[src/particle_low_pulse_occupancy_macros.svh]
// ----------------------------------------------------------------------------
// Assertion macros
// Shared assertion forms for the low-pulse occupancy block. Every macro
// samples on clk and is disabled while arst_n is low.
// ----------------------------------------------------------------------------
`ifndef PARTICLE_LOW_PULSE_OCCUPANCY_MACROS_SVH
`define PARTICLE_LOW_PULSE_OCCUPANCY_MACROS_SVH

// same-cycle implication
`define PLPO_ASSERT_IMPLY(label, ante, cons, msg) \
	label: assert property (@(posedge clk) disable iff (!arst_n) (ante) |-> (cons)) \
		else $error(msg);

// next-cycle implication
`define PLPO_ASSERT_NEXT(label, ante, cons, msg) \
	label: assert property (@(posedge clk) disable iff (!arst_n) (ante) |=> (cons)) \
		else $error(msg);

`endif

[src/plpo_pkg.sv]
// ----------------------------------------------------------------------------
// plpo_pkg
// Widths and fixed-point constants of the low-pulse occupancy block.
// ----------------------------------------------------------------------------
package plpo_pkg;

	localparam int TIME_BITS = 26;
	localparam int FRAC_BITS = 16;
	localparam int COUNT_W   = 17;

	// 100 fits in PCT_W bits, 100^3 in 20 bits
	localparam int PCT_W  = 7;
	localparam int R_W    = FRAC_BITS + PCT_W;
	localparam int R2_W   = 2 * PCT_W + FRAC_BITS;
	localparam int R3_W   = 20 + FRAC_BITS;
	localparam int ACC_W  = R3_W + 2;
	localparam int NEG_W  = R2_W + 2;
	localparam int CONC_W = 21;

	localparam int MA_W = R3_W;
	localparam int MB_W = (R_W > 20) ? R_W : 20;
	localparam int P_W  = MA_W + MB_W;

	localparam int STEP_W = $clog2(R_W);

	localparam logic [R_W-1:0]  R_MAX   = R_W'(64'd100 << FRAC_BITS);
	localparam logic [MB_W-1:0] C3_FX   = MB_W'(((64'd11 << FRAC_BITS) + 64'd5) / 64'd10);
	localparam logic [MB_W-1:0] C2_FX   = MB_W'(((64'd38 << FRAC_BITS) + 64'd5) / 64'd10);
	localparam logic [MB_W-1:0] C1_INT  = MB_W'(520);

	// floor(x/10) = (x * DIV10_M) >> DIV10_SH for x < 2^22
	localparam int              DIV10_SH = 23;
	localparam logic [MB_W-1:0] DIV10_M  = MB_W'(((64'd1 << DIV10_SH) + 64'd9) / 64'd10);

	localparam logic [COUNT_W-1:0] COUNT_MAX = COUNT_W'(111400);

endpackage

[src/plpo_div.sv]
// ----------------------------------------------------------------------------
// plpo_div
// Iterative restoring divider: ratio = min(total*100*2^FRAC_BITS/window,
// 100*2^FRAC_BITS), one quotient bit per cycle.
// ----------------------------------------------------------------------------
module plpo_div (
	input  logic                           clk,
	input  logic                           arst_n,
	input  logic                           start,
	input  logic [plpo_pkg::TIME_BITS-1:0] total,
	input  logic [plpo_pkg::TIME_BITS-1:0] window,
	output logic                           done,
	output logic [plpo_pkg::R_W-1:0]       ratio
);
	import plpo_pkg::*;

	typedef enum logic [2:0] {
		D_IDLE = 3'b001,
		D_RUN  = 3'b010,
		D_DONE = 3'b100
	} div_state_t;

	div_state_t              state_q;
	logic [TIME_BITS-1:0]    rem_q;
	logic [R_W-1:0]          lo_q;
	logic [STEP_W-1:0]       step_q;

	logic [TIME_BITS+PCT_W-1:0] t_ext;
	logic [TIME_BITS+PCT_W-1:0] t100;
	logic [TIME_BITS:0]         rem_sh;
	logic                       ge;
	logic [TIME_BITS:0]         rem_nx;

	always_comb begin
		t_ext  = (TIME_BITS+PCT_W)'(total);
		t100   = (t_ext << 6) + (t_ext << 5) + (t_ext << 2);
		rem_sh = {rem_q, lo_q[R_W-1]};
		ge     = (rem_sh >= {1'b0, window});
		rem_nx = ge ? (rem_sh - {1'b0, window}) : rem_sh;
	end

	always_ff @(posedge clk or negedge arst_n) begin
		if (!arst_n) begin
			state_q <= D_IDLE;
			step_q  <= '0;
		end else begin
			unique case (state_q)
				D_IDLE: begin
					if (start) begin
						if (total >= window) begin
							state_q <= D_DONE;
						end else begin
							state_q <= D_RUN;
							step_q  <= STEP_W'(R_W - 1);
						end
					end
				end
				D_RUN: begin
					if (step_q == '0) begin
						state_q <= D_DONE;
					end else begin
						step_q <= step_q - STEP_W'(1);
					end
				end
				D_DONE: begin
					state_q <= D_IDLE;
				end
				default: begin
					state_q <= D_IDLE;
				end
			endcase
		end
	end

	always_ff @(posedge clk) begin
		if (state_q == D_IDLE && start) begin
			if (total >= window) begin
				lo_q <= (total == '0) ? '0 : R_MAX;
			end else begin
				rem_q <= t100[TIME_BITS+PCT_W-1:PCT_W];
				lo_q  <= {t100[PCT_W-1:0], FRAC_BITS'(0)};
			end
		end else if (state_q == D_RUN) begin
			rem_q <= rem_nx[TIME_BITS-1:0];
			lo_q  <= {lo_q[R_W-2:0], ge};
		end
	end

	assign done  = (state_q == D_DONE);
	assign ratio = lo_q;

endmodule

[src/plpo_poly.sv]
// ----------------------------------------------------------------------------
// plpo_poly
// Concentration cubic 1.1r^3 - 3.8r^2 + 520r, clamp at zero and divide by
// ten, sequenced over one shared registered multiplier.
// ----------------------------------------------------------------------------
module plpo_poly (
	input  logic                         clk,
	input  logic                         arst_n,
	input  logic                         start,
	input  logic [plpo_pkg::R_W-1:0]     ratio,
	output logic                         done,
	output logic [plpo_pkg::COUNT_W-1:0] count
);
	import plpo_pkg::*;

	typedef enum logic [9:0] {
		P_IDLE = 10'b0000000001,
		P_SQ   = 10'b0000000010,
		P_CUBE = 10'b0000000100,
		P_C3   = 10'b0000001000,
		P_C2   = 10'b0000010000,
		P_C1   = 10'b0000100000,
		P_SUM  = 10'b0001000000,
		P_SUB  = 10'b0010000000,
		P_TEN  = 10'b0100000000,
		P_DONE = 10'b1000000000
	} poly_state_t;

	poly_state_t        state_q;
	logic [R_W-1:0]     r_q;
	logic [R2_W-1:0]    r2_q;
	logic [ACC_W-1:0]   acc_q;
	logic [NEG_W-1:0]   neg_q;
	logic [CONC_W-1:0]  diff_q;
	logic [P_W-1:0]     p_q;

	logic [MA_W-1:0]    ma;
	logic [MB_W-1:0]    mb;
	logic [ACC_W:0]     dsub;

	always_comb begin
		ma = '0;
		mb = '0;
		unique case (state_q)
			P_SQ: begin
				ma = MA_W'(r_q);
				mb = MB_W'(r_q);
			end
			P_CUBE: begin
				ma = MA_W'(p_q[FRAC_BITS +: R2_W]);
				mb = MB_W'(r_q);
			end
			P_C3: begin
				ma = p_q[FRAC_BITS +: R3_W];
				mb = C3_FX;
			end
			P_C2: begin
				ma = MA_W'(r2_q);
				mb = C2_FX;
			end
			P_C1: begin
				ma = MA_W'(r_q);
				mb = C1_INT;
			end
			P_TEN: begin
				ma = MA_W'(diff_q);
				mb = DIV10_M;
			end
			default: begin
				ma = '0;
				mb = '0;
			end
		endcase
		dsub = {1'b0, acc_q} - {1'b0, ACC_W'(neg_q)};
	end

	always_ff @(posedge clk or negedge arst_n) begin
		if (!arst_n) begin
			state_q <= P_IDLE;
		end else begin
			unique case (state_q)
				P_IDLE:  if (start) state_q <= P_SQ;
				P_SQ:    state_q <= P_CUBE;
				P_CUBE:  state_q <= P_C3;
				P_C3:    state_q <= P_C2;
				P_C2:    state_q <= P_C1;
				P_C1:    state_q <= P_SUM;
				P_SUM:   state_q <= P_SUB;
				P_SUB:   state_q <= P_TEN;
				P_TEN:   state_q <= P_DONE;
				P_DONE:  state_q <= P_IDLE;
				default: state_q <= P_IDLE;
			endcase
		end
	end

	always_ff @(posedge clk) begin
		p_q <= P_W'(ma) * P_W'(mb);
		if (state_q == P_IDLE && start) begin
			r_q <= ratio;
		end
		if (state_q == P_CUBE) begin
			r2_q <= p_q[FRAC_BITS +: R2_W];
		end
		if (state_q == P_C2) begin
			acc_q <= p_q[FRAC_BITS +: ACC_W];
		end else if (state_q == P_SUM) begin
			acc_q <= acc_q + p_q[ACC_W-1:0];
		end
		if (state_q == P_C1) begin
			neg_q <= p_q[FRAC_BITS +: NEG_W];
		end
		if (state_q == P_SUB) begin
			diff_q <= dsub[ACC_W] ? '0 : dsub[FRAC_BITS +: CONC_W];
		end
	end

	assign done  = (state_q == P_DONE);
	assign count = p_q[DIV10_SH +: COUNT_W];

endmodule

[src/particle_low_pulse_occupancy.sv]
// ----------------------------------------------------------------------------
// particle_low_pulse_occupancy
// Pulse transfers are taken while idle and return no result. A finish
// transfer runs, per channel, a start step, the divider (or its short path
// when the total reaches the window) and the multiplier sequence, then an
// output step; no input is taken meanwhile or while the result waits on a stalled output.
// Reset clears both totals, the sequencer and the output valid.
// ----------------------------------------------------------------------------
`include "particle_low_pulse_occupancy_macros.svh"

module particle_low_pulse_occupancy (
	input  logic                           clk,
	input  logic                           arst_n,
	input  logic                           in_valid,
	output logic                           in_stall,
	input  logic                           mode,
	input  logic                           channel,
	input  logic [plpo_pkg::TIME_BITS-1:0] duration_us,
	input  logic [plpo_pkg::TIME_BITS-1:0] window_time_us,
	output logic                           out_valid,
	input  logic                           out_stall,
	output logic [plpo_pkg::COUNT_W-1:0]   count_small,
	output logic [plpo_pkg::COUNT_W-1:0]   count_large
);
	import plpo_pkg::*;

	typedef enum logic [4:0] {
		T_IDLE  = 5'b00001,
		T_START = 5'b00010,
		T_DIV   = 5'b00100,
		T_POLY  = 5'b01000,
		T_WAIT  = 5'b10000
	} top_state_t;

	top_state_t             state_q;
	logic [TIME_BITS-1:0]   tot_small_q;
	logic [TIME_BITS-1:0]   tot_large_q;
	logic [TIME_BITS-1:0]   window_q;
	logic                   chan_q;
	logic [COUNT_W-1:0]     small_q;
	logic [COUNT_W-1:0]     large_q;
	logic                   out_valid_q;
	logic [COUNT_W-1:0]     count_small_q;
	logic [COUNT_W-1:0]     count_large_q;

	logic                   accept;
	logic                   out_free;
	logic [TIME_BITS:0]     sum;
	logic [TIME_BITS-1:0]   sum_sat;
	logic                   div_done;
	logic [R_W-1:0]         div_ratio;
	logic                   poly_done;
	logic [COUNT_W-1:0]     poly_count;

	assign in_stall = (state_q != T_IDLE);
	assign accept   = in_valid && !in_stall;
	assign out_free = !out_valid_q || !out_stall;

	always_comb begin
		sum     = channel ? ({1'b0, tot_large_q} + {1'b0, duration_us})
		                  : ({1'b0, tot_small_q} + {1'b0, duration_us});
		sum_sat = sum[TIME_BITS] ? '1 : sum[TIME_BITS-1:0];
	end

	plpo_div u_div (
		.clk    (clk),
		.arst_n (arst_n),
		.start  (state_q == T_START),
		.total  (chan_q ? tot_large_q : tot_small_q),
		.window (window_q),
		.done   (div_done),
		.ratio  (div_ratio)
	);

	plpo_poly u_poly (
		.clk    (clk),
		.arst_n (arst_n),
		.start  ((state_q == T_DIV) && div_done),
		.ratio  (div_ratio),
		.done   (poly_done),
		.count  (poly_count)
	);

	always_ff @(posedge clk or negedge arst_n) begin
		if (!arst_n) begin
			state_q     <= T_IDLE;
			tot_small_q <= '0;
			tot_large_q <= '0;
			chan_q      <= 1'b0;
			out_valid_q <= 1'b0;
		end else begin
			if (state_q == T_WAIT && out_free) begin
				out_valid_q <= 1'b1;
			end else if (out_valid_q && !out_stall) begin
				out_valid_q <= 1'b0;
			end
			unique case (state_q)
				T_IDLE: begin
					if (accept) begin
						if (mode) begin
							chan_q  <= 1'b0;
							state_q <= T_START;
						end else if (channel) begin
							tot_large_q <= sum_sat;
						end else begin
							tot_small_q <= sum_sat;
						end
					end
				end
				T_START: begin
					state_q <= T_DIV;
				end
				T_DIV: begin
					if (div_done) begin
						state_q <= T_POLY;
					end
				end
				T_POLY: begin
					if (poly_done) begin
						if (!chan_q) begin
							chan_q  <= 1'b1;
							state_q <= T_START;
						end else begin
							state_q <= T_WAIT;
						end
					end
				end
				T_WAIT: begin
					if (out_free) begin
						tot_small_q <= '0;
						tot_large_q <= '0;
						chan_q      <= 1'b0;
						state_q     <= T_IDLE;
					end
				end
				default: begin
					state_q <= T_IDLE;
				end
			endcase
		end
	end

	always_ff @(posedge clk) begin
		if (accept && mode) begin
			window_q <= window_time_us;
		end
		if (state_q == T_POLY && poly_done) begin
			if (chan_q) begin
				large_q <= poly_count;
			end else begin
				small_q <= poly_count;
			end
		end
		if (state_q == T_WAIT && out_free) begin
			count_small_q <= small_q;
			count_large_q <= large_q;
		end
	end

	assign out_valid   = out_valid_q;
	assign count_small = count_small_q;
	assign count_large = count_large_q;

	`PLPO_ASSERT_IMPLY(a_small_range, out_valid, count_small <= COUNT_MAX, "small count out of range")
	`PLPO_ASSERT_IMPLY(a_large_range, out_valid, count_large <= COUNT_MAX, "large count out of range")
	`PLPO_ASSERT_NEXT(a_finish_busy, in_valid && !in_stall && mode, in_stall, "finish transfer did not start work")
	`PLPO_ASSERT_IMPLY(a_totals_clear, $rose(out_valid), tot_small_q == '0 && tot_large_q == '0, "totals not cleared with result")

endmodule
[config.mk]
export PLATFORM = sky130hd
export DESIGN_NAME = particle_low_pulse_occupancy
export DESIGN_NICKNAME = d
export VERILOG_FILES = /design/src/plpo_pkg.sv /design/src/plpo_div.sv /design/src/plpo_poly.sv /design/src/particle_low_pulse_occupancy.sv
export VERILOG_INCLUDE_DIRS = /design/src /design/src/src
export SDC_FILE = /design/constraint.sdc
export NUM_CORES = 2
export LEC_CHECK = 0
export ABC_CLOCK_PERIOD_IN_PS = 14130
export BUFFER_PORTS_ARGS = -buffer_cell sky130_fd_sc_hd__buf_2
export CORE_MARGIN = 2
export CORE_UTILIZATION = 30
export DETAILED_ROUTE_END_ITERATION = 12
export GPL_TIMING_DRIVEN = 0
export SLEW_MARGIN = 5
export SYNTH_ARGS = -nofsm -noshare
export SYNTH_HDL_FRONTEND = slang
export SYNTH_HIERARCHICAL = 1
export SYNTH_SLANG_ARGS = --single-unit
[constraint.sdc]
create_clock -name clk -period 14.13 [get_ports clk]
set_clock_uncertainty 0.05 [all_clocks]
set_input_delay 2.826 -clock clk [delete_from_list [all_inputs] [get_ports clk]]
set_output_delay 2.826 -clock clk [all_outputs]
set_load 0.05 [all_outputs]
==> impl_summary.txt <==
----------------------------------------------------
[Run status]
  Run status ... finished with violations
  Failing checks ... capacitance limit, slew limit

[Timing]
  Number of setup violations in the final report ... 0
  Crit path setup slack, layout ... between 2 and 2.5 ns
  Relative slew margins ... -1.18%
  Final critical-path share of the clock period ... a little over four fifths
  Highest clock frequency the design can meet ... ~85 MHz
  Final hold viol count ... 0
  RSZ-0062 raised after global routing ... false
  Actual transition at the worst max-transition pin ... 1.52 ns
  Max-slew violations ... 7
  Crit path time final ... 11.78 ns

[Clock network]
  CTS tree ... done
  Clock buffer count from CTS ... 45
  Library cell used as clock root buffer ... clkbuf_16
  Number of H-tree levels ... 2
  Clock-pin slew on the worst setup and hold paths ... ~0.060 ns
  Post-CTS Setup Inserts ... 0
  Worst skew pair latency ... between 0.6 and 0.7 ns
  Number of cells upsized or downsized after cts ... 0
  Bufs on Longest Clock Path ... 3
  Number of buffers inserted for hold repair after clock tree synthesis ... 0
  Clock tree sinks ... 418

[Floorplanning]
  Chip width ... between 400 and 500 um
  I/O pin count ... between 90 and 100
  Row Count ... 147
  Placeable core region ... around 160,000 um2
  Chip height ... between 400 and 500 um
  Starting density of the core ... 30.2%
  Total die area ... roughly 170,000 um2

[Synthesis]
  Summed instance area of the synthesized netlist ... approximately 49,000 um2
  Count of cell types in the netlist ... 98
  Asr flop ratio synth ... between 10% and 20%
  Total of flip-flops plus latches after synthesis ... roughly 420
  Dominant synthesized flop cell ... edfxtp_1
  Number of flops mapped to enable cells by yosys ... roughly 290
  Per-instance average area after synthesis ... between 9 and 10 um2
  Number of instances in the synthesized netlist ... about 5,000
  Syn. warnings ... 6
  Sequential element share of the synthesized area ... around a quarter

[Place]
  Setup WS pre-CTS ... 2.72 ns
  Cell area reported after detailed placement ... 52,300 um2
  Buffers on Ports ... 92
  Final estimated routing congestion in global placement ... between 0.9 and 1
  Detailed placer's ending HPWL ... ~120,000 um

[Setup path]
  Max stage delay cell, worst path ... a311oi_1
  Gate family responsible for the most delay along the worst path ... adder cells
  Cell repeated most along the worst path ... fa_1
  Critical path's largest stage delay ... a little under 1 ns
  Setup crit end kind ... flop
  Kind of start point of the critical path ... flop
  Worst path arrival time ... between 10 and 15 ns
  Total stage count of the critical path ... 31
  Worst reg2reg path depth ... 31
  Critical Path RT ... approximately 14 ns
  WP buf/inv ... 6
  Maximum fanout along the worst path ... 10
  Critical path class ... flop to flop

[Drt]
  DRC violations left ... 0
  Initial DRC Count ... a little under 3,000
  Wirelength, routed ... approximately 150,000 um
  Routed via count ... 37,127
  Routed Antenna Nets ... 0
  Number of vias per cell after detailed routing ... 4.97
  Pre-antenna DRT Iters ... 5
  Routed wire per std cell ... around 20 um

[Power and ir drop]
  Clk network pwr share ... 19.4%
  Switching part of the total ... about 44%
  NetSw ... 0.00278 W
  Reported leakage power ... between 20 and 25 nW
  Power density normalized to cell area ... around 120 nW/um2
  Sequential power share ... 26.7%
  Combinational share of power ... a little over half
  Maximum ir drop on the vdd rail ... 0.363 mV
  Internal power summed over all cells ... 0.00360 W

[Global routing]
  Aggregate global-route resource usage ... about 19%
  Largest net degree at the start of global routing ... just under 70
  Via count of the first global-routing pass ... between 30,000 and 40,000
  Met1 global-route usage ... 24.0%
  Initial antenna violation count ... 4
  Met3 Track Usage GR ... between 3 and 4%
  Total gr overflow ... 0
  Highest-utilization routing layer at the global route stage ... met2
  Global-route met2 utilization ... between 30% and 40%
  Global-route wire length before repair ... 234,000 um

[Job]
  Max-cap violation count ... 1

[Layout]
  Final standard cell utilization of the core ... between 30% and 40%
  Share of final-layout standard cells stronger than drive strength 1 ... 8.01%
  Area Growth Syn to Fin ... 10.5%
  NumNets Final ... approximately 6,400
  Post-Layout Inst Area ... 53,800 um2

[Worst hold path]
  Min-Delay Path Depth ... 0
  Worst min-delay path category ... flop to flop

----------------------------------------------------
==> cells in the mapped netlist (22+ instances only) <==
library cell	n	area [um2]
edfxtp_1	287	8620
inv_1	857	3220
nand2b_1	23	144
a22o_1	24	210
a21oi_1	206	1030
buf_2	97	485
nand4_1	28	175
a211oi_1	29	218
a31oi_1	23	144
fa_1	729	14600
o21bai_1	22	165
nor3_1	40	200
a21o_1	105	788
nand2_1	686	2570
nor2_1	435	1630
o21a_1	23	173
dfrtp_1	74	1850
dfxtp_1	54	1080
buf_4	25	188
nor2b_1	28	175
and2_1	43	269
ha_1	345	4320
xor2_1	70	613
nand3_1	46	230
o211ai_1	23	173
mux2_2	56	631
xnor2_1	90	788
o21ai_0	155	776
clkbuf_1	82	308
==> area by class of cell <==
cell class,count,area [um2]
Clock buffer,57,1210
Buffer,223,1100
Sequential cell,418,11600
Inverter,857,3220
Antenna cell,2,5.00
Fill cell,16555,107000
Tap cell,2160,2700
Timing Repair Buffer,102,599
Clock inverter,25,299
Multi-Input combinational cell,3621,33000
==> metrics by stage <==
stage / cells / TNS (ns) / hold WS, ns / total power, W
floorplan: 5119 / 0 / 0.350 / 0.00415
global placement: 7371 / -1.07 / 0.352 / 0.00509
detailed placement: 7381 / 0 / 0.355 / 0.00513
CTS: 7463 / 0 / 0.368 / 0.00641
global route: 7464 / 0 / 0.369 / 0.00684
finish: 7465 / 0 / 0.365 / 0.00638
==> cells in the final DEF (no fill, tap or decap), drive strengths merged, types with 22 or more instances in the layout <==
cell    instances
nand2         686
mux2           57
edfxtp        287
a211oi         34
nor2b          28
xor2           70
dfxtp          54
o21a           23
nor2          435
o21bai         22
a21oi         213
a31oi          25
nor3           41
dfrtp          74
nand2b         23
a21o          107
o211ai         24
buf           239
clkbuf        143
conb           75
a22o           24
o21ai         175
nand3          47
xnor2          90
inv           861
ha            345
nand4          28
and2           44
fa            729
==> worst paths after layout <==
check                      slack [ns]         startpoint        endpoint
max reg2reg                      2.35  u_poly/state_q[9]  u_poly/p_q[53]
min                              0.37         small_q[3]  count_small[3]
min in group asynchronous        2.03             arst_n  tot_small_q[8]
min reg2reg                      0.37         small_q[3]  count_small[3]
max in group asynchronous       11.39             arst_n      state_q[0]
max                              2.35  u_poly/state_q[9]  u_poly/p_q[53]
==> per-layer routing <==
layer | vias to the layer above | share of wire [%]
li1 | 16695 | -
met1 | 18681 | 41
met2 | 1419 | 46
met3 | 328 | 7.5
met4 | 4 | 4.9
met5 | - | 0.018
==> power by group through the flow <==
| stage | combinational, W | sequential [W] | clock, W |
|---|---|---|---|
| floorplan | 0.00251 | 0.00164 | 0 |
| global placement | 0.00337 | 0.00172 | 0 |
| detailed placement | 0.00341 | 0.00172 | 0 |
| CTS | 0.00344 | 0.00170 | 0.00127 |
| global route | 0.00382 | 0.00172 | 0.00131 |
| finish | 0.00344 | 0.00170 | 0.00124 |
==> logic make-up after synthesis <==
logic type / count (synthesis) / synth area share, %
AOI/OAI and AO/OA: 792 / 10.9
xor gates and xnor gates: 160 / 2.88
adders and majority gates: 1074 / 38.8
buffers and inverters: 1080 / 8.87
DFF: 418 / 23.9
muxes: 71 / 1.61
other: 2 / 0.0154
and+or+nand+nor: 1449 / 13.0
==> worst register-to-register path: cells and delay by family (launching register included) <==
family	cells	cell delay (ns)
and+or+nand+nor	9	2.86
adders and majority gates	8	3.82
muxes	1	0.13
DFF	1	0.43
buffers and inverters	6	1.52
AOI/OAI and AO/OA	7	2.74
==> state kept, by name, summed over array words and instances (netlist names), 17 cells and up <==
signal	cells
u_poly/r2_q	30
u_poly/neg_q	32
u_poly/p_q	54
count_large	17
small_q	17
u_poly/diff_q	21
u_div/ratio	23
u_div/rem_q	26
u_poly/r_q	23
tot_large_q	26
window_q	26
u_poly/acc_q	38
count_small	17
large_q	17
tot_small_q	26
(Power assumes the default switching activity.)
